### config.mk
export PLATFORM = sky130hd
export DESIGN_NAME = uart_idle_timeout_frame_receiver
export DESIGN_NICKNAME = d
export VERILOG_FILES = /design/src/sv/ufr_pkg.sv /design/src/sv/ufr_front.sv /design/src/sv/ufr_cmd_fifo.sv /design/src/sv/ufr_back.sv /design/src/sv/uart_idle_timeout_frame_receiver.sv
export SDC_FILE = /design/constraint.sdc
export NUM_CORES = 1
export LEC_CHECK = 0
export BUFFER_PORTS_ARGS = -buffer_cell sky130_fd_sc_hd__buf_4
export CORE_ASPECT_RATIO = 1.5
export CORE_MARGIN = 2
export CORE_UTILIZATION = 27
export DETAILED_ROUTE_END_ITERATION = 8
export GPL_ROUTABILITY_DRIVEN = 1
export PLACE_DENSITY_LB_ADDON = 0.1
export SKIP_LAST_GASP = 1
export SLEW_MARGIN = 0
export SYNTH_ARGS = -nofsm -noshare
export SYNTH_HDL_FRONTEND = slang
export SYNTH_SLANG_ARGS = --single-unit
### constraint.sdc
create_clock -name i_clk -period 7.3 [get_ports i_clk]
set_input_delay 0.73 -clock i_clk [delete_from_list [all_inputs] [get_ports i_clk]]
set_output_delay 0.73 -clock i_clk [all_outputs]
set_load 0.005 [all_outputs]
### src/sv/ufr_pkg.sv
// Shared types and constants for the UART idle-timeout frame receiver.
// Used by ufr_front, ufr_cmd_fifo, ufr_back and the top level; no dependencies.
`timescale 1ns / 1ps
`default_nettype none

package ufr_pkg;

    localparam int CH_FIELD_W  = 3;
    localparam int BYTE_W      = 8;
    localparam int CNT_W       = 7;
    localparam int TIME_W      = 32;

    localparam int CFG_IDX_W   = 2;
    localparam int CFG_DATA_W  = 32;
    localparam int ENABLE_W    = 8;

    localparam int IN_TDATA_W  = 48;
    localparam int OUT_TDATA_W = 24;

    // item kinds carried on tuser
    localparam logic KIND_BYTE = 1'b0;
    localparam logic KIND_POLL = 1'b1;

    // configuration register indexes
    localparam logic [CFG_IDX_W-1:0] REG_ENABLED   = 2'd0;
    localparam logic [CFG_IDX_W-1:0] REG_LIMIT     = 2'd1;
    localparam logic [CFG_IDX_W-1:0] REG_THRESHOLD = 2'd2;

    localparam logic [CNT_W-1:0]  LIMIT_RESET     = 7'd64;
    localparam logic [TIME_W-1:0] THRESHOLD_RESET = 32'd10;

    // drain command passed from front to back
    typedef struct packed {
        logic [CH_FIELD_W-1:0] channel;
        logic [CNT_W-1:0]      length;
    } t_cmd;

    // byte store request from front to the frame memory
    typedef struct packed {
        logic                  en;
        logic [CH_FIELD_W-1:0] channel;
        logic [CNT_W-1:0]      index;
        logic [BYTE_W-1:0]     data;
    } t_wr;

    // drain completion reported by the back end
    typedef struct packed {
        logic                  done;
        logic [CH_FIELD_W-1:0] channel;
    } t_done;

endpackage

`default_nettype wire

### src/sv/ufr_front.sv
// Front end: accepts items and configuration writes, keeps per-channel counts,
// stores bytes and queues drain commands. Depends on ufr_pkg.
`timescale 1ns / 1ps
`default_nettype none

module ufr_front #(
    parameter int CHANNELS  = 2,
    parameter int BUF_DEPTH = 64
) (
    input  wire logic                             i_clk,
    input  wire logic                             i_rst_n,
    input  wire logic                             i_item_valid,
    output logic                                  o_item_ready,
    input  wire logic                             i_kind,
    input  wire logic [ufr_pkg::CH_FIELD_W-1:0]   i_channel,
    input  wire logic [ufr_pkg::BYTE_W-1:0]       i_rx_byte,
    input  wire logic [ufr_pkg::TIME_W-1:0]       i_now,
    input  wire logic                             i_cfg_valid,
    input  wire logic [ufr_pkg::CFG_IDX_W-1:0]    i_cfg_index,
    input  wire logic [ufr_pkg::CFG_DATA_W-1:0]   i_cfg_data,
    output logic                                  o_cmd_valid,
    output ufr_pkg::t_cmd                         o_cmd,
    input  wire logic                             i_cmd_ready,
    output ufr_pkg::t_wr                          o_wr,
    input  wire ufr_pkg::t_done                   i_done
);

    localparam int CH_W = (CHANNELS > 1) ? $clog2(CHANNELS) : 1;

    logic [ufr_pkg::ENABLE_W-1:0] r_enabled;
    logic [ufr_pkg::CNT_W-1:0]    r_limit;
    logic [ufr_pkg::TIME_W-1:0]   r_threshold;
    logic [ufr_pkg::CNT_W-1:0]    r_byte_count [CHANNELS];
    logic [ufr_pkg::CNT_W-1:0]    r_seen_count [CHANNELS];
    logic [ufr_pkg::TIME_W-1:0]   r_change_time [CHANNELS];
    logic [CHANNELS-1:0]          r_pending;

    logic [CH_W-1:0]              ch_idx;
    logic                         ch_ok;
    logic                         ch_pending;
    logic                         accept;
    logic [ufr_pkg::CNT_W-1:0]    cnt;
    logic [ufr_pkg::CNT_W-1:0]    lim;
    logic [ufr_pkg::TIME_W-1:0]   elapsed;
    logic                         byte_take;
    logic                         poll_live;
    logic                         poll_mark;
    logic                         poll_fire;

    always_comb begin
        ch_idx     = i_channel[CH_W-1:0];
        ch_ok      = ({1'b0, i_channel} < 4'(CHANNELS)) && r_enabled[i_channel];
        ch_pending = ch_ok && r_pending[ch_idx];
        // hold bytes for a channel whose frame is queued or still being read out
        o_item_ready = i_cmd_ready && !(ch_pending && (i_kind == ufr_pkg::KIND_BYTE));
        accept     = i_item_valid && o_item_ready;
        cnt        = r_byte_count[ch_idx];
        lim        = (r_limit < ufr_pkg::CNT_W'(BUF_DEPTH)) ? r_limit
                                                            : ufr_pkg::CNT_W'(BUF_DEPTH);
        elapsed    = i_now - r_change_time[ch_idx];
        byte_take  = accept && ch_ok && (i_kind == ufr_pkg::KIND_BYTE) && (cnt < lim);
        poll_live  = accept && ch_ok && (i_kind == ufr_pkg::KIND_POLL) && (cnt != '0);
        poll_mark  = poll_live && (cnt != r_seen_count[ch_idx]);
        poll_fire  = poll_live && (cnt == r_seen_count[ch_idx]) && (elapsed > r_threshold);

        o_wr.en      = byte_take;
        o_wr.channel = i_channel;
        o_wr.index   = cnt;
        o_wr.data    = i_rx_byte;

        o_cmd_valid    = poll_fire;
        o_cmd.channel  = i_channel;
        o_cmd.length   = cnt;
    end

    always_ff @(posedge i_clk) begin
        if (!i_rst_n) begin
            r_enabled   <= '0;
            r_limit     <= ufr_pkg::LIMIT_RESET;
            r_threshold <= ufr_pkg::THRESHOLD_RESET;
            r_pending   <= '0;
            for (int c = 0; c < CHANNELS; c++) begin
                r_byte_count[c]  <= '0;
                r_seen_count[c]  <= '0;
                r_change_time[c] <= '0;
            end
        end else begin
            if (byte_take) begin
                r_byte_count[ch_idx] <= cnt + 1'b1;
            end
            if (poll_mark) begin
                r_seen_count[ch_idx]  <= cnt;
                r_change_time[ch_idx] <= i_now;
            end
            if (poll_fire) begin
                r_byte_count[ch_idx] <= '0;
                r_seen_count[ch_idx] <= '0;
            end
            for (int c = 0; c < CHANNELS; c++) begin
                if (i_done.done && (i_done.channel == ufr_pkg::CH_FIELD_W'(c))) begin
                    r_pending[c] <= 1'b0;
                end
                if (poll_fire && (ch_idx == CH_W'(c))) begin
                    r_pending[c] <= 1'b1;
                end
            end
            if (i_cfg_valid) begin
                case (i_cfg_index)
                    ufr_pkg::REG_ENABLED: begin
                        // a newly enabled channel starts empty
                        for (int c = 0; c < CHANNELS; c++) begin
                            if (i_cfg_data[c] && !r_enabled[c]) begin
                                r_byte_count[c] <= '0;
                                r_seen_count[c] <= '0;
                            end
                        end
                        r_enabled <= i_cfg_data[ufr_pkg::ENABLE_W-1:0];
                    end
                    ufr_pkg::REG_LIMIT: begin
                        r_limit <= i_cfg_data[ufr_pkg::CNT_W-1:0];
                    end
                    ufr_pkg::REG_THRESHOLD: begin
                        r_threshold <= i_cfg_data[ufr_pkg::TIME_W-1:0];
                    end
                    default: begin
                    end
                endcase
            end
        end
    end

endmodule

`default_nettype wire

### src/sv/ufr_cmd_fifo.sv
// Two-entry queue of drain commands between front and back.
// Depends on ufr_pkg.
`timescale 1ns / 1ps
`default_nettype none

module ufr_cmd_fifo (
    input  wire logic           i_clk,
    input  wire logic           i_rst_n,
    input  wire logic           i_push,
    input  wire ufr_pkg::t_cmd  i_cmd,
    output logic                o_full,
    input  wire logic           i_pop,
    output logic                o_valid,
    output ufr_pkg::t_cmd       o_cmd
);

    ufr_pkg::t_cmd r_slot [2];
    logic          r_wr_ptr;
    logic          r_rd_ptr;
    logic [1:0]    r_count;

    logic          push_ok;
    logic          pop_ok;

    always_comb begin
        o_full  = (r_count == 2'd2);
        o_valid = (r_count != 2'd0);
        o_cmd   = r_slot[r_rd_ptr];
        push_ok = i_push && !o_full;
        pop_ok  = i_pop && o_valid;
    end

    always_ff @(posedge i_clk) begin
        if (push_ok) begin
            r_slot[r_wr_ptr] <= i_cmd;
        end
    end

    always_ff @(posedge i_clk) begin
        if (!i_rst_n) begin
            r_wr_ptr <= 1'b0;
            r_rd_ptr <= 1'b0;
            r_count  <= 2'd0;
        end else begin
            if (push_ok) begin
                r_wr_ptr <= !r_wr_ptr;
            end
            if (pop_ok) begin
                r_rd_ptr <= !r_rd_ptr;
            end
            case ({push_ok, pop_ok})
                2'b10:   r_count <= r_count + 2'd1;
                2'b01:   r_count <= r_count - 2'd1;
                default: r_count <= r_count;
            endcase
        end
    end

endmodule

`default_nettype wire

### src/sv/ufr_back.sv
// Back end: holds the frame memory and reads a queued frame out one byte per
// cycle into the output register while the output is not stalled. Depends on ufr_pkg.
`timescale 1ns / 1ps
`default_nettype none

module ufr_back #(
    parameter int CHANNELS  = 2,
    parameter int BUF_DEPTH = 64
) (
    input  wire logic                            i_clk,
    input  wire logic                            i_rst_n,
    input  wire ufr_pkg::t_wr                    i_wr,
    input  wire logic                            i_cmd_valid,
    input  wire ufr_pkg::t_cmd                   i_cmd,
    output logic                                 o_cmd_pop,
    output ufr_pkg::t_done                       o_done,
    output logic                                 o_out_valid,
    input  wire logic                            i_out_ready,
    output logic [ufr_pkg::CH_FIELD_W-1:0]       o_out_channel,
    output logic [ufr_pkg::BYTE_W-1:0]           o_frame_byte,
    output logic [ufr_pkg::CNT_W-1:0]            o_frame_length,
    output logic                                 o_last
);

    localparam int MEM_DEPTH = CHANNELS * BUF_DEPTH;
    localparam int ADDR_W    = (MEM_DEPTH > 1) ? $clog2(MEM_DEPTH) : 1;
    localparam int SUM_W     = 10;

    logic [ufr_pkg::BYTE_W-1:0]     r_mem [MEM_DEPTH];
    logic [ufr_pkg::BYTE_W-1:0]     r_rd_data;

    logic                           r_busy;
    logic [ufr_pkg::CH_FIELD_W-1:0] r_ch;
    logic [ufr_pkg::CNT_W-1:0]      r_len;
    logic [ufr_pkg::CNT_W-1:0]      r_idx;
    logic                           r_out_valid;
    logic [ufr_pkg::CH_FIELD_W-1:0] r_out_ch;
    logic [ufr_pkg::CNT_W-1:0]      r_out_len;
    logic                           r_out_last;

    logic [SUM_W-1:0]               wr_sum;
    logic [SUM_W-1:0]               rd_sum;
    logic [ADDR_W-1:0]              wr_addr;
    logic [ADDR_W-1:0]              rd_addr;
    logic                           advance;
    logic                           rd_en;
    logic                           is_last;

    always_comb begin
        wr_sum   = SUM_W'(i_wr.channel) * SUM_W'(BUF_DEPTH) + SUM_W'(i_wr.index);
        rd_sum   = SUM_W'(r_ch) * SUM_W'(BUF_DEPTH) + SUM_W'(r_idx);
        wr_addr  = wr_sum[ADDR_W-1:0];
        rd_addr  = rd_sum[ADDR_W-1:0];
        advance  = !r_out_valid || i_out_ready;
        rd_en    = r_busy && advance;
        is_last  = (r_idx + 1'b1) == r_len;
        o_cmd_pop      = !r_busy && i_cmd_valid;
        o_done.done    = rd_en && is_last;
        o_done.channel = r_ch;
        o_out_valid    = r_out_valid;
        o_out_channel  = r_out_ch;
        o_frame_byte   = r_rd_data;
        o_frame_length = r_out_len;
        o_last         = r_out_last;
    end

    // frame memory: one write port from the front, one registered read port
    always_ff @(posedge i_clk) begin
        if (i_wr.en) begin
            r_mem[wr_addr] <= i_wr.data;
        end
        if (rd_en) begin
            r_rd_data <= r_mem[rd_addr];
        end
    end

    always_ff @(posedge i_clk) begin
        if (!i_rst_n) begin
            r_busy      <= 1'b0;
            r_out_valid <= 1'b0;
        end else begin
            if (o_cmd_pop) begin
                r_busy <= 1'b1;
                r_ch   <= i_cmd.channel;
                r_len  <= i_cmd.length;
                r_idx  <= '0;
            end
            if (rd_en) begin
                r_out_valid <= 1'b1;
                r_out_ch    <= r_ch;
                r_out_len   <= r_len;
                r_out_last  <= is_last;
                r_idx       <= r_idx + 1'b1;
                if (is_last) begin
                    r_busy <= 1'b0;
                end
            end else if (advance) begin
                r_out_valid <= 1'b0;
            end
        end
    end

endmodule

`default_nettype wire

### src/sv/uart_idle_timeout_frame_receiver.sv
// Usage notes
// Input stream (s_axis_*): one transaction per item. tuser carries the kind
// (received byte or idle poll); tdata carries channel, byte and tick.
// Configuration channel (i_cfg_*): one register write per transaction, index 0
// enabled channels, 1 frame limit, 2 idle threshold; always ready. Write only
// while the block is idle.
// Output stream (m_axis_*): one transaction per frame byte, tlast on the last.
// Throughput: one input item per cycle unless stalled as below. A delivering
// poll is classified and queued at its accepting edge; the read-out engine
// takes the command once it is free and fetches the first byte into the output
// register; the rest follow one per cycle while the output is not stalled, set
// by the single read port of the frame memory. A frame of N bytes leaves as N
// output transactions, at most 64. Up to two delivering polls queue behind a
// frame being read out; while the queue is full every input item stalls. A
// received byte for a channel whose frame is queued or being read out waits
// until its last byte has been fetched.
// Reset clears counts, queue and output; the frame memory holds no reset
// value and needs no clearing pass.
// When the receiver drops tready the output transaction holds and the read-out
// pauses; the front keeps taking items until the command queue fills.
`timescale 1ns / 1ps
`default_nettype none

module uart_idle_timeout_frame_receiver #(
    parameter int CHANNELS  = 2,
    parameter int BUF_DEPTH = 64
) (
    input  wire logic                               i_clk,
    input  wire logic                               i_rst_n,
    // slave stream: item in
    input  wire logic                               s_axis_tvalid,
    output logic                                    s_axis_tready,
    // tdata: channel[2:0], rx_byte[10:3], now[42:11], zero[47:43]
    input  wire logic [ufr_pkg::IN_TDATA_W-1:0]     s_axis_tdata,
    // tuser: kind[0]
    input  wire logic                               s_axis_tuser,
    // master stream: frame bytes out
    output logic                                    m_axis_tvalid,
    input  wire logic                               m_axis_tready,
    // tdata: out_channel[2:0], frame_byte[10:3], frame_length[17:11], zero[23:18]
    output logic [ufr_pkg::OUT_TDATA_W-1:0]         m_axis_tdata,
    output logic                                    m_axis_tlast,
    // configuration write channel
    input  wire logic                               i_cfg_valid,
    output logic                                    o_cfg_ready,
    input  wire logic [ufr_pkg::CFG_IDX_W-1:0]      i_cfg_index,
    input  wire logic [ufr_pkg::CFG_DATA_W-1:0]     i_cfg_data
);

    logic                               cmd_push;
    ufr_pkg::t_cmd                      cmd_in;
    logic                               cmd_full;
    logic                               cmd_pop;
    logic                               cmd_valid;
    ufr_pkg::t_cmd                      cmd_head;
    ufr_pkg::t_wr                       wr_req;
    ufr_pkg::t_done                     drain_done;
    logic [ufr_pkg::CH_FIELD_W-1:0]     out_channel;
    logic [ufr_pkg::BYTE_W-1:0]         frame_byte;
    logic [ufr_pkg::CNT_W-1:0]          frame_length;

    assign o_cfg_ready = 1'b1;

    // classify items, update per-channel counts, store bytes
    ufr_front #(
        .CHANNELS  (CHANNELS),
        .BUF_DEPTH (BUF_DEPTH)
    ) u_front (
        .i_clk        (i_clk),
        .i_rst_n      (i_rst_n),
        .i_item_valid (s_axis_tvalid),
        .o_item_ready (s_axis_tready),
        .i_kind       (s_axis_tuser),
        .i_channel    (s_axis_tdata[2:0]),
        .i_rx_byte    (s_axis_tdata[10:3]),
        .i_now        (s_axis_tdata[42:11]),
        .i_cfg_valid  (i_cfg_valid),
        .i_cfg_index  (i_cfg_index),
        .i_cfg_data   (i_cfg_data),
        .o_cmd_valid  (cmd_push),
        .o_cmd        (cmd_in),
        .i_cmd_ready  (!cmd_full),
        .o_wr         (wr_req),
        .i_done       (drain_done)
    );

    // decouple classification from read-out
    ufr_cmd_fifo u_cmd_fifo (
        .i_clk   (i_clk),
        .i_rst_n (i_rst_n),
        .i_push  (cmd_push),
        .i_cmd   (cmd_in),
        .o_full  (cmd_full),
        .i_pop   (cmd_pop),
        .o_valid (cmd_valid),
        .o_cmd   (cmd_head)
    );

    // frame memory and read-out
    ufr_back #(
        .CHANNELS  (CHANNELS),
        .BUF_DEPTH (BUF_DEPTH)
    ) u_back (
        .i_clk          (i_clk),
        .i_rst_n        (i_rst_n),
        .i_wr           (wr_req),
        .i_cmd_valid    (cmd_valid),
        .i_cmd          (cmd_head),
        .o_cmd_pop      (cmd_pop),
        .o_done         (drain_done),
        .o_out_valid    (m_axis_tvalid),
        .i_out_ready    (m_axis_tready),
        .o_out_channel  (out_channel),
        .o_frame_byte   (frame_byte),
        .o_frame_length (frame_length),
        .o_last         (m_axis_tlast)
    );

    assign m_axis_tdata = {6'd0, frame_length, frame_byte, out_channel};

endmodule

`default_nettype wire

== Word-level counts from Yosys, hierarchy flattened ==
Memories as Yosys holds them, arrays and structs flattened. A register that Yosys moved wholly into a read port is not among the register bits.
Index checks and enable logic that the tools add are counted.

* Logic and storage cells: 147
* Output and inout port bits: 28
* Flip-flop bits (word level): 73
* Input bits: 88
* RAM bits: 1136
* Memories kept: 5

{| class="wikitable"
|+ Memory list
! memory !! depth !! width !! rd ports !! clocked after Yosys merged registers in !! wr ports !! line !! RTL
|-
| u_back.r_mem || 128 || 8 || 1 || 1 || 1 || ufr_back.sv:29 || <nowiki>logic [ufr_pkg::BYTE_W-1:0] r_mem [MEM_DEPTH];</nowiki>
|-
| u_front.r_change_time || 2 || 32 || 1 || 0 || 2 || ufr_front.sv:35 || <nowiki>logic [ufr_pkg::TIME_W-1:0] r_change_time [CHANNELS];</nowiki>
|-
| u_cmd_fifo.r_slot || 2 || 10 || 1 || 1 || 1 || ufr_cmd_fifo.sv:17 || <nowiki>ufr_pkg::t_cmd r_slot [2];</nowiki>
|-
| u_front.r_byte_count || 2 || 7 || 1 || 0 || 3 || ufr_front.sv:33 || <nowiki>logic [ufr_pkg::CNT_W-1:0] r_byte_count [CHANNELS];</nowiki>
|-
| u_front.r_seen_count || 2 || 7 || 1 || 0 || 3 || ufr_front.sv:34 || <nowiki>logic [ufr_pkg::CNT_W-1:0] r_seen_count [CHANNELS];</nowiki>
|}

* Magnitude comparators: 6
* Add/subtract/negate cells: 7
* Reductions and logical operators: 49
* Muxes and demuxes: 49
* Bitwise operators: 8
* Equal/unequal tests: 9

{| class="wikitable"
|+ Operator list
! kind !! number
|-
| two-way mux 7 bit || 9
|-
| two-way mux 1 bit || 37
|-
| greater-than comparator 32 bit || 1
|-
| two-way mux 32 bit || 1
|-
| OR reduction 32 bit || 1
|-
| subtractor 32 bit || 1
|-
| logical AND 1 bit || 24
|-
| adder 7 x 1 -> 7 bit, second input constant || 2
|-
| adder 7 bit || 2
|-
| equality test 7 bit || 2
|-
| AND reduction 2 bit || 6
|-
| nonzero test 2 bit || 6
|-
| zero test 1 bit || 8
|-
| less-than comparator 7 bit || 1
|-
| less-than comparator 7 bit, second input constant || 1
|-
| inequality test 7 bit || 1
|-
| nonzero test 7 bit || 1
|-
| equality test 2 bit, second input constant || 3
|-
| bitwise OR 1 bit || 6
|-
| equality test 2 x 1 -> 1 bit, second input constant || 2
|-
| less-than comparator 3 x 4 -> 1 bit, second input constant || 1
|-
| one-hot mux 2 bit (2 select lines) || 1
|-
| binary-select mux 1 bit (select 3 bit) || 1
|-
| equality test 3 x 1 -> 1 bit, second input constant || 1
|-
| 8 further kinds || 9
|}

== Longest topological paths before layout ==
Gate-level depths: netlist of the first run.

* Word-level depth: 17
* Depth in mapped cells: 27
* Mapped depth without buffers: 23

== By module ==
Synthesis of the first run repeated with hierarchy kept, for this count alone.

* Cells, all modules: 3051
* Area total of the unflattened synthesis: 51555.7 sq um

{| class="wikitable"
|+ By module, submodules not included
! module !! times used !! sequential area each (sq um) !! cells an instance !! area each (sq um)
|-
| ufr_back || 1 || 31870.6 || 2074 || 41846.4
|-
| ufr_front || 1 || 3623.5 || 910 || 8688.3
|-
| ufr_cmd_fifo || 1 || 700.7 || 57 || 957.2
|-
| uart_idle_timeout_frame_receiver || 1 || 0.0 || 10 || 63.8
|}

== Least setup slack after synthesis of the first run ==
No wires, ideal clock.

* Path kind: input-to-reg
* Start: input port s_axis_tdata[0] (netlist name)
* End: memory u_front.r_seen_count[0][0] (netlist name) (enable)
* Path buffers: 6
* Stages: 25
* Arrival: 6.360 ns
* Setup slack: 0.555 ns
* Required time: 6.915 ns
* Setup time: 0.385 ns
* Cell sequence: buf_6 > buf_2 > clkbuf_1 > clkbuf_1 > clkbuf_1 > mux2i_1 > ha_1 > clkbuf_1 > and3_1 > o21ai_0 > nand3b_1 > a22oi_1 > a31oi_1 > o41ai_1 > o21bai_1 > xor2_1 > ha_1 > nand4_1 > nor2_1 > inv_1 > o22ai_1 > o221a_2 > nor2_1 > a211o_1 > o311ai_1

{| class="wikitable"
|+ RTL lines
! what !! line !! RTL
|-
| start: declaration || uart_idle_timeout_frame_receiver.sv:34 || <nowiki>input wire logic [ufr_pkg::IN_TDATA_W-1:0] s_axis_tdata,</nowiki>
|-
| end: declaration || ufr_front.sv:34 ||
|}

== Final worst setup path of the first run ==
* Start: input port s_axis_tdata[0] (netlist name)
* End: memory u_cmd_fifo.r_slot[0][3] (netlist name) (enable)

* Cells in the longest elaborated chain, start to end: 16
* Elaborated cells on any way between the ends: 26
* Those cells by class: add/sub: 1; order compare: 2; eq/ne: 1; mux: 6; reduce/logical: 13; memory: 3

{| class="wikitable"
|+ RTL lines
! what !! line !! RTL
|-
| branches (longest 12 deep; another with memory (2 x 32 bit)) || -- ||
|-
| logical AND 1 bit (*) || ufr_front.sv:64 || <nowiki>poll_fire = poll_live && (cnt == r_seen_count[ch_idx]) && (elapsed > r_threshold);</nowiki>
|-
| logical AND 1 bit (*) || ufr_cmd_fifo.sv:29 || <nowiki>push_ok = i_push && !o_full;</nowiki>
|-
| two-way mux 1 bit (*) || ufr_cmd_fifo.sv:34 || <nowiki>if (push_ok) begin</nowiki>
|-
| two-way mux 1 bit (implied by the code) (*) || ufr_cmd_fifo.sv:35 || <nowiki>r_slot[r_wr_ptr] <= i_cmd;</nowiki>
|-
| end: declaration || ufr_cmd_fifo.sv:17 ||
|}

Mark *: on every way between the ends. The select of a mux whose other input is x is not followed.

==> impl_metrics.tcl, run 1 <==
set metrics [dict create \
    place_ws_ns 0.307 \
    final-max-slew-violation-count 0 \
    die_w_um 356 \
    hold_violations_final 0 \
    initial_utilization_pct 27.1 \
    yosysWarnings 0 \
    sum_of_buffers_and_inverters_on_the_critical_path 4 \
    gr-usage-met1_pct 17.3 \
    tritoncts.num_buffers 130 \
    drc_errors 0 \
    yosysUniqueCellTypes 72 \
    congestion_overflow_gr 0 \
    cp_delay_by_family_top "compound AO/OA/AOI/OAI gates" \
    relSlewSlack_pct 27.1 \
    worst_pin_slew_ns 1.09 \
    drt_first_iter_violations 1635 \
    synth_edf_count 1172 \
    tritoncts "done" \
    core_region_area_mm2 0.186 \
    synth_area_per_cell_um2 19.2 \
    groute.layer.met2.usage_pct 27.4 \
    worstHoldPathType "in2reg" \
    final.setup.worst_slack_ns 1.16 \
    grt.total_usage_pct 15.0 \
    timing.hold.worst_path_depth 3 \
    path_cells "buf_4 -> buf_4 -> mux2i_1 -> ha_1 -> a21oi_1 -> a21boi_0 -> a311oi_1 -> a211o_1 -> a31oi_1 -> o41ai_1 -> buf_4 -> o21bai_1 -> xor2_1 -> ha_1 -> nand4_1 -> nor2_1 -> and3_1 -> o32a_1 -> o211ai_1 -> buf_4 -> nor2_1" \
    worst-endpoint-required_ns 7.67 \
    clock_insertion_delay_worst_skew_ns 0.77 \
    clk_pin_slew_worst_paths_ns 0.06 \
    via_count_of_the_first_global_routing_pass 27400 \
    detail-route-antenna-nets 0 \
    dpl-instance-area_mm2 0.0549 \
    proportion_of_synthesized_chip_area_in_sequential_cells_pct 72.0 \
    dieHeight_um 532 \
    vdd.ir_drop.worst_mv 0.139 \
    met3_layer_usage_reported_by_global_route_pct 2.95 \
    postSynthCellCount 2615 \
    worst_path_largest_cell_delay_ns 0.69 \
    period_share_pct 84.0 \
    ctsLongestPathBuffers 3 \
    synthArstFlopShare_pct 0 \
    gpl.final_weighted_congestion 0.815 \
    worst_ep_arrival_time_ns 6.50 \
    fin_skew_ns 0.0394 \
    post-route-min-period_ns 6.14 \
    run_status "finished clean" \
    cts-hold-fix-buffers 0 \
    syn-cell-area_mm2 0.0503 \
    top_ff_cell_synth "edfxtp_1" \
    crit_type "in2reg" \
    dr_total_vias 25300 \
    drt-wirelength-per-cell_um 26.1 \
    wl_um 142000 \
    clock_tree.root_cell "clkbuf_16" \
    layout.nets 3061 \
    cts-resized-gates 0 \
    rr_worst_depth 19 \
    ctsHtreeMaxLevel 4 \
    min_to "u_front.r_threshold[3]" \
    grt_max_degree 117 \
    detailed_place_hpwl_um 92400 \
    number_of_buffers_inserted_to_repair_setup_after_cts 0 \
    critPathLaunchType "input pin" \
    hold_start "i_cfg_data[3]" \
    routed_via_density 4.65 \
    rsz0062_at_grt "false" \
    layout.cells.most_common_list "edfxtp_1 (1172), mux4_2 (336), buf_4 (273)" \
    wire_length_of_the_first_global_routing_pass_um 201000 \
    antenna_found_initial 7 \
    final.setup.tns_ns 0 \
    worst_r2r_startpoint "u_front.r_change_time[1][17]" \
    lkg_pwr_nw 19.2 \
    area_growth_pct 17.6 \
    max_freq_ghz 0.163 \
    drive_gt1_share_pct 28.3 \
    post_synthesis_register_bit_count 1221 \
    pin_count 116 \
    global_route.peak_usage_layer "met2" \
    fp-row-count 194 \
    io_buffers 103 \
    worst_path_slowest_cell "nor2_1" \
    power-per-cell-area_mw_per_mm2 252 \
    crit-reg2reg-capture "u_cmd_fifo.r_slot[0][3]" \
    layout.cells.most_common "edfxtp_1" \
    die-area_mm2 0.190 \
    setup-violations-final 0 \
    clock-sinks 1221 \
    timing.critical_path.to_type "flop" \
    reg2reg_slack_ns 1.49 \
    drt_first_pass_iters 5 \
    layout.cell_area.non_filler_mm2 0.0591 \
    crit_path_max_fanout 23 \
    cpMostUsedCell "buf_4" \
    drv.max_cap_violation_count 0 \
]
==> registers in the layout, indices dropped and copies added, names as in the netlist, 2 cells and up <==
name / count
u_back.o_frame_byte: 8
u_back.o_frame_length: 7
u_back.o_out_channel: 3
u_back.r_ch: 3
u_back.r_idx: 7
u_back.r_len: 7
u_back.r_mem: 1024
u_cmd_fifo.r_count: 2
u_cmd_fifo.r_slot: 20
u_front.r_byte_count: 14
u_front.r_change_time: 64
u_front.r_enabled: 2
u_front.r_limit: 7
u_front.r_pending: 2
u_front.r_seen_count: 14
u_front.r_threshold: 32
==> how the worst max path moves through the flow <==
stage / start / end / slack [ns] / cells past startpoint
2_1_floorplan: s_axis_tdata[0] / u_front.r_seen_count[0][0] / 0.56 / 25
3_3_place_gp: s_axis_tdata[0] / u_cmd_fifo.r_slot[0][6] / 0.31 / 21
3_5_place_dp: s_axis_tdata[0] / u_cmd_fifo.r_slot[0][6] / 0.31 / 21
4_1_cts: s_axis_tdata[0] / u_cmd_fifo.r_slot[0][3] / 1.10 / 21
5_1_grt: s_axis_tdata[0] / u_cmd_fifo.r_slot[0][3] / 0.83 / 21
6_report: s_axis_tdata[0] / u_cmd_fifo.r_slot[0][3] / 1.16 / 21
==> Yosys cell counts (all sizes together) (3+ instances only) <==
cell type,n,share of area [%]
xor2,24,0.42
a21o,23,0.34
clkbuf,79,0.59
a211o,3,0.052
o2111ai,4,0.082
mux2i,51,1.1
ha,74,1.8
or2,3,0.037
and3,48,0.60
a211oi,7,0.10
buf,53,0.62
a31oi,6,0.075
inv,58,0.44
or3,3,0.037
and2,36,0.45
dfxtp,49,2.0
nand2b,8,0.10
o21ai,21,0.21
nor4,4,0.050
xnor2,34,0.59
a21oi,60,0.60
o21a,7,0.10
o211ai,5,0.075
nor3,7,0.070
nand3,11,0.11
edfxtp,1172,70
nand4,17,0.42
and4,4,0.070
nand3b,4,0.060
nand2,128,0.96
nor2b,9,0.11
a311o,3,0.060
nor2,207,1.5
mux4,336,15
mux2,20,0.45
==> cell families after synthesis <==
family,count (synthesis),synth area share (%)
buffers and inverters,191,1.66
AOI/OAI and AO/OA,165,2.16
xor gates and xnor gates,58,1.01
DFF,1221,72.0
adders and majority gates,75,1.88
muxes,407,16.6
and+or+nand+nor,496,4.73
other,2,0.0149
==> power by group <==
group | switching [mW] | internal, mW
Clock | 2.83 | 3.77
Combinational | 0.404 | 0.209
Sequential | 0.0138 | 7.69
Total | 3.25 | 11.7
==> cell type report <==
class                   count  area [um^2]
diodes                      2         5.00
clock buffers             148         3380
clock inverters            81          787
fillers                 18000       127000
inverters                  59          224
multi-input cells        1208        13300
flip-flops and latches   1221        36200
well taps                2450         3070
repair buffers            278         2150
==> worst register-to-register path, stage by stage, from the launching register on <==
cell and delay (ns):
edfxtp_1 0.35, mux2i_1 0.15, ha_1 0.34, and3_1 0.22
o21ai_0 0.27, nand3b_1 0.28, a22oi_1 0.43, a31oi_1 0.22
o41ai_1 0.48, buf_4 0.23, o21bai_1 0.07, xor2_1 0.15
ha_1 0.31, nand4_1 0.08, nor2_1 0.20, and3_1 0.30
o32a_1 0.28, o211ai_1 0.12, buf_4 0.22, nor2_1 0.70
==> metal layers <==
layer  vias up  routed length [um]
met5         -                  40
met4         6                4460
met3       194                5660
met2       520               76500
met1     13500               55600
li1      11100                   -
==> stage by stage <==
stage | power (mW) | instances | hold slack (ns) | util [%]
global placement | 8.47 | 5216 | 0.446 | 29.6
global route | 15.4 | 5446 | 0.150 | 31.8
detailed placement | 8.48 | 5216 | 0.448 | 29.6
floorplan | 8.18 | 2620 | 0.435 | -
finish | 14.9 | 5447 | 0.198 | 31.8
CTS | 15.2 | 5445 | 0.115 | 31.8
Power figures use the tool's default switching activity.
==> run 2: changes to the inputs <==
--- a/config.mk
+++ b/config.mk
@@ -5,6 +5,7 @@
 export SDC_FILE = /design/constraint.sdc
 export NUM_CORES = 1
 export LEC_CHECK = 0
+export ABC_AREA = 1
 export BUFFER_PORTS_ARGS = -buffer_cell sky130_fd_sc_hd__buf_4
 export CORE_ASPECT_RATIO = 1.5
 export CORE_MARGIN = 2
==> constraint.sdc (replaced) <==
create_clock -name i_clk -period 5.14 [get_ports i_clk]
set_input_delay 0.514 -clock i_clk [delete_from_list [all_inputs] [get_ports i_clk]]
set_output_delay 0.514 -clock i_clk [all_outputs]
set_load 0.005 [all_outputs]
==> impl_metrics.tcl, run 2 <==
set metrics [dict create \
    run_status "finished clean" \
    clock_insertion_delay_worst_skew_ns 0.81 \
    worstHoldPathType "in2reg" \
    rsz0062_at_grt "false" \
    timing.hold.worst_path_depth 3 \
    wire_length_of_the_first_global_routing_pass_um 242000 \
    drt-wirelength-per-cell_um 21.5 \
    detail-route-antenna-nets 0 \
    synthArstFlopShare_pct 0 \
    sum_of_buffers_and_inverters_on_the_critical_path 3 \
    drt_first_pass_iters 7 \
    grt.total_usage_pct 16.6 \
    hold_start "i_cfg_data[21]" \
    registers.top_by_ff_count "u_back.r_mem" \
    layout.core_utilization_pct 31.9 \
    final.setup.worst_slack_ns 0.522 \
    pin_count 116 \
    post_synthesis_register_bit_count 1221 \
    synth_largest_area_cell "edfxtp_1" \
    layout.nets 5130 \
    place_ws_ns -0.253 \
    synth_edf_count 1172 \
    power-per-cell-area_mw_per_mm2 404 \
    crit_path_max_fanout 4 \
    dpl-instance-area_mm2 0.0570 \
    lkg_pwr_nw 22.3 \
    dieHeight_um 544 \
    proportion_of_synthesized_chip_area_in_sequential_cells_pct 69.0 \
    synth.cells.most_frequent "nand2_1 (1356), edfxtp_1 (1172), nand3_1 (980), nor2_1 (328), clkbuf_1 (185)" \
    yosysUniqueCellTypes 43 \
    top_ff_cell_synth "edfxtp_1" \
    yosysWarnings 0 \
    layout.cells.most_common "nand2_1" \
    rr_worst_depth 29 \
    drc_errors 0 \
    congestion_overflow_gr 0 \
    antenna_found_initial 2 \
    tritoncts "done" \
    period_share_pct 89.9 \
    area_growth_pct 17.6 \
    initial_utilization_pct 27.1 \
    max_freq_ghz 0.217 \
    io_buffers 103 \
    worst_r2r_startpoint "u_front.r_change_time[1][6]" \
    clk_pin_slew_worst_paths_ns 0.06 \
    number_of_buffers_inserted_to_repair_setup_after_cts 0 \
    clock-sinks 1221 \
    dp_cells 7392 \
    fp-row-count 198 \
    final.setup.tns_ns 0 \
    vdd.ir_drop.worst_mv 0.258 \
    die-area_mm2 0.198 \
    routed_via_density 4.52 \
    cp_delay_by_family_top "simple AND/OR/NAND/NOR gates" \
    drt_first_iter_violations 2142 \
    p_total_mw 24.9 \
    worst_path_largest_cell_delay_ns 0.47 \
    worst_ep_arrival_time_ns 5.29 \
    crit_type "reg2reg" \
    layout.cell_area.non_filler_mm2 0.0617 \
    most_frequently_used_cell_type_in_the_post_synthesis_netlist "nand2_1" \
    relSlewSlack_pct 32.7 \
    drv.max_cap_violation_count 0 \
    worst_path_slowest_cell "nor3b_1" \
    synth_area_leaders "edfxtp_1 (67%), nand2_1 (9.7%), nand3_1 (9.3%)" \
    timing.critical_path.to_type "flop" \
    wl_um 165000 \
    tritoncts.num_buffers 141 \
    gpl.final_weighted_congestion 0.811 \
    ctsLongestPathBuffers 4 \
    layoutNonFillerInstCount 7668 \
    die_w_um 364 \
    fin_skew_ns 0.0484 \
    largestRegisters "u_back.r_mem: 1024 flops, u_front.r_change_time: 64 flops, u_front.r_threshold: 32 flops" \
    post-route-min-period_ns 4.62 \
    hold_violations_final 0 \
    min_to "u_front.r_threshold[21]" \
    postSynthCellCount 4765 \
    worst-endpoint-required_ns 5.81 \
    synth_area_per_cell_um2 11.0 \
    core_region_area_mm2 0.193 \
    reg2reg_slack_ns 0.52 \
    crit-reg2reg-capture "u_cmd_fifo.r_count[1]" \
    synth_largest_type_area_fraction_pct 67.1 \
    worst_pin_slew_ns 1.01 \
    layout.cells.most_common_list "nand2_1 (1355), edfxtp_1 (1172), nand3_1 (980)" \
    dr_total_vias 34700 \
    syn-cell-area_mm2 0.0525 \
    final-max-slew-violation-count 0 \
    largest_register_ffs 1024 \
    cpMostUsedCell "nand2_1" \
    drive_gt1_share_pct 10.2 \
    crit_start "u_front.r_change_time[1][6]" \
    ctsHtreeMaxLevel 4 \
    critPathLaunchType "flop" \
    detailed_place_hpwl_um 102000 \
    via_count_of_the_first_global_routing_pass 35100 \
    clock_tree.root_cell "clkbuf_16" \
    worst_hold_slack_ns 0.0404 \
    setup-violations-final 0 \
    grt_max_degree 165 \
]
run 2: cell count changes after synthesis, sizes merged, moves of 31 or more:
cell,change
nand2,+1241
nand3,+972
mux4,-336
nor2,+124
inv,+114
clkbuf,+106
o21ai,+70
a21oi,+61
and3,-48
and2,-35
buf,+31
run 2: how the worst max path moves through the flow:
stage	end	cells after the start
after floorplan	u_cmd_fifo.r_slot[1][0]	26
final	u_cmd_fifo.r_count[1]	29
after detailed placement	u_cmd_fifo.r_count[1]	28
after CTS	u_cmd_fifo.r_count[1]	29
after global placement	u_cmd_fifo.r_count[1]	28
after global routing	u_cmd_fifo.r_count[1]	29
run 2: where the power goes:
part / total, mW / switching, mW / internal (mW) / leakage [nW]
clock network: 9.72 / 4.11 / 5.61 / 2.11
logic: 4.12 / 2.93 / 1.18 / 9.16
registers: 11.1 / 0.0667 / 11.0 / 11.1
run 2: timing repair:
item                                   4_1_cts  5_1_grt
endpoints found under the hold margin       38        0
hold buffers                                32        0
gates resized for setup                      0        0
run 2: metal layers:
| layer | GRT usage, % | wire length (um) | vias to the layer above |
|---|---|---|---|
| met3 | 1.97 | 5100 | 243 |
| li1 | - | - | 17000 |
| met1 | 19.5 | 66900 | 16800 |
| met5 | 0 | 0 | - |
| met4 | 6.37 | 6220 | 0 |
| met2 | 30.7 | 86900 | 567 |
run 2: area by class of cell:
type,instances,area (um^2)
antenna,3,7.51
clock inverter,70,573
multi-input combinational,3105,14500
fill,19700,132000
inverter,175,674
sequential,1221,36200
timing repair buffer,323,2770
tap,2600,3250
clock buffer,171,3740
run 2: worst reg2reg max path, delay by kind of cell, from the launching register on:
kind	cells	cell delay, ns
simple gates	16	1.80
fa+ha+maj	3	0.90
compound gates	6	0.88
buf+inv	3	0.42
flops	1	0.35
mux	1	0.18
run 2: kinds of logic after synthesis:
| logic type | after synthesis | synth area share, % |
|---|---|---|
| flops | 1221 | 69.0 |
| other cells | 2 | 0.0143 |
| buf+inv | 444 | 3.45 |
| compound gates | 242 | 2.53 |
| simple gates | 2717 | 22.1 |
| mux | 30 | 0.572 |
| xor+xnor | 34 | 0.568 |
| fa+ha+maj | 75 | 1.80 |
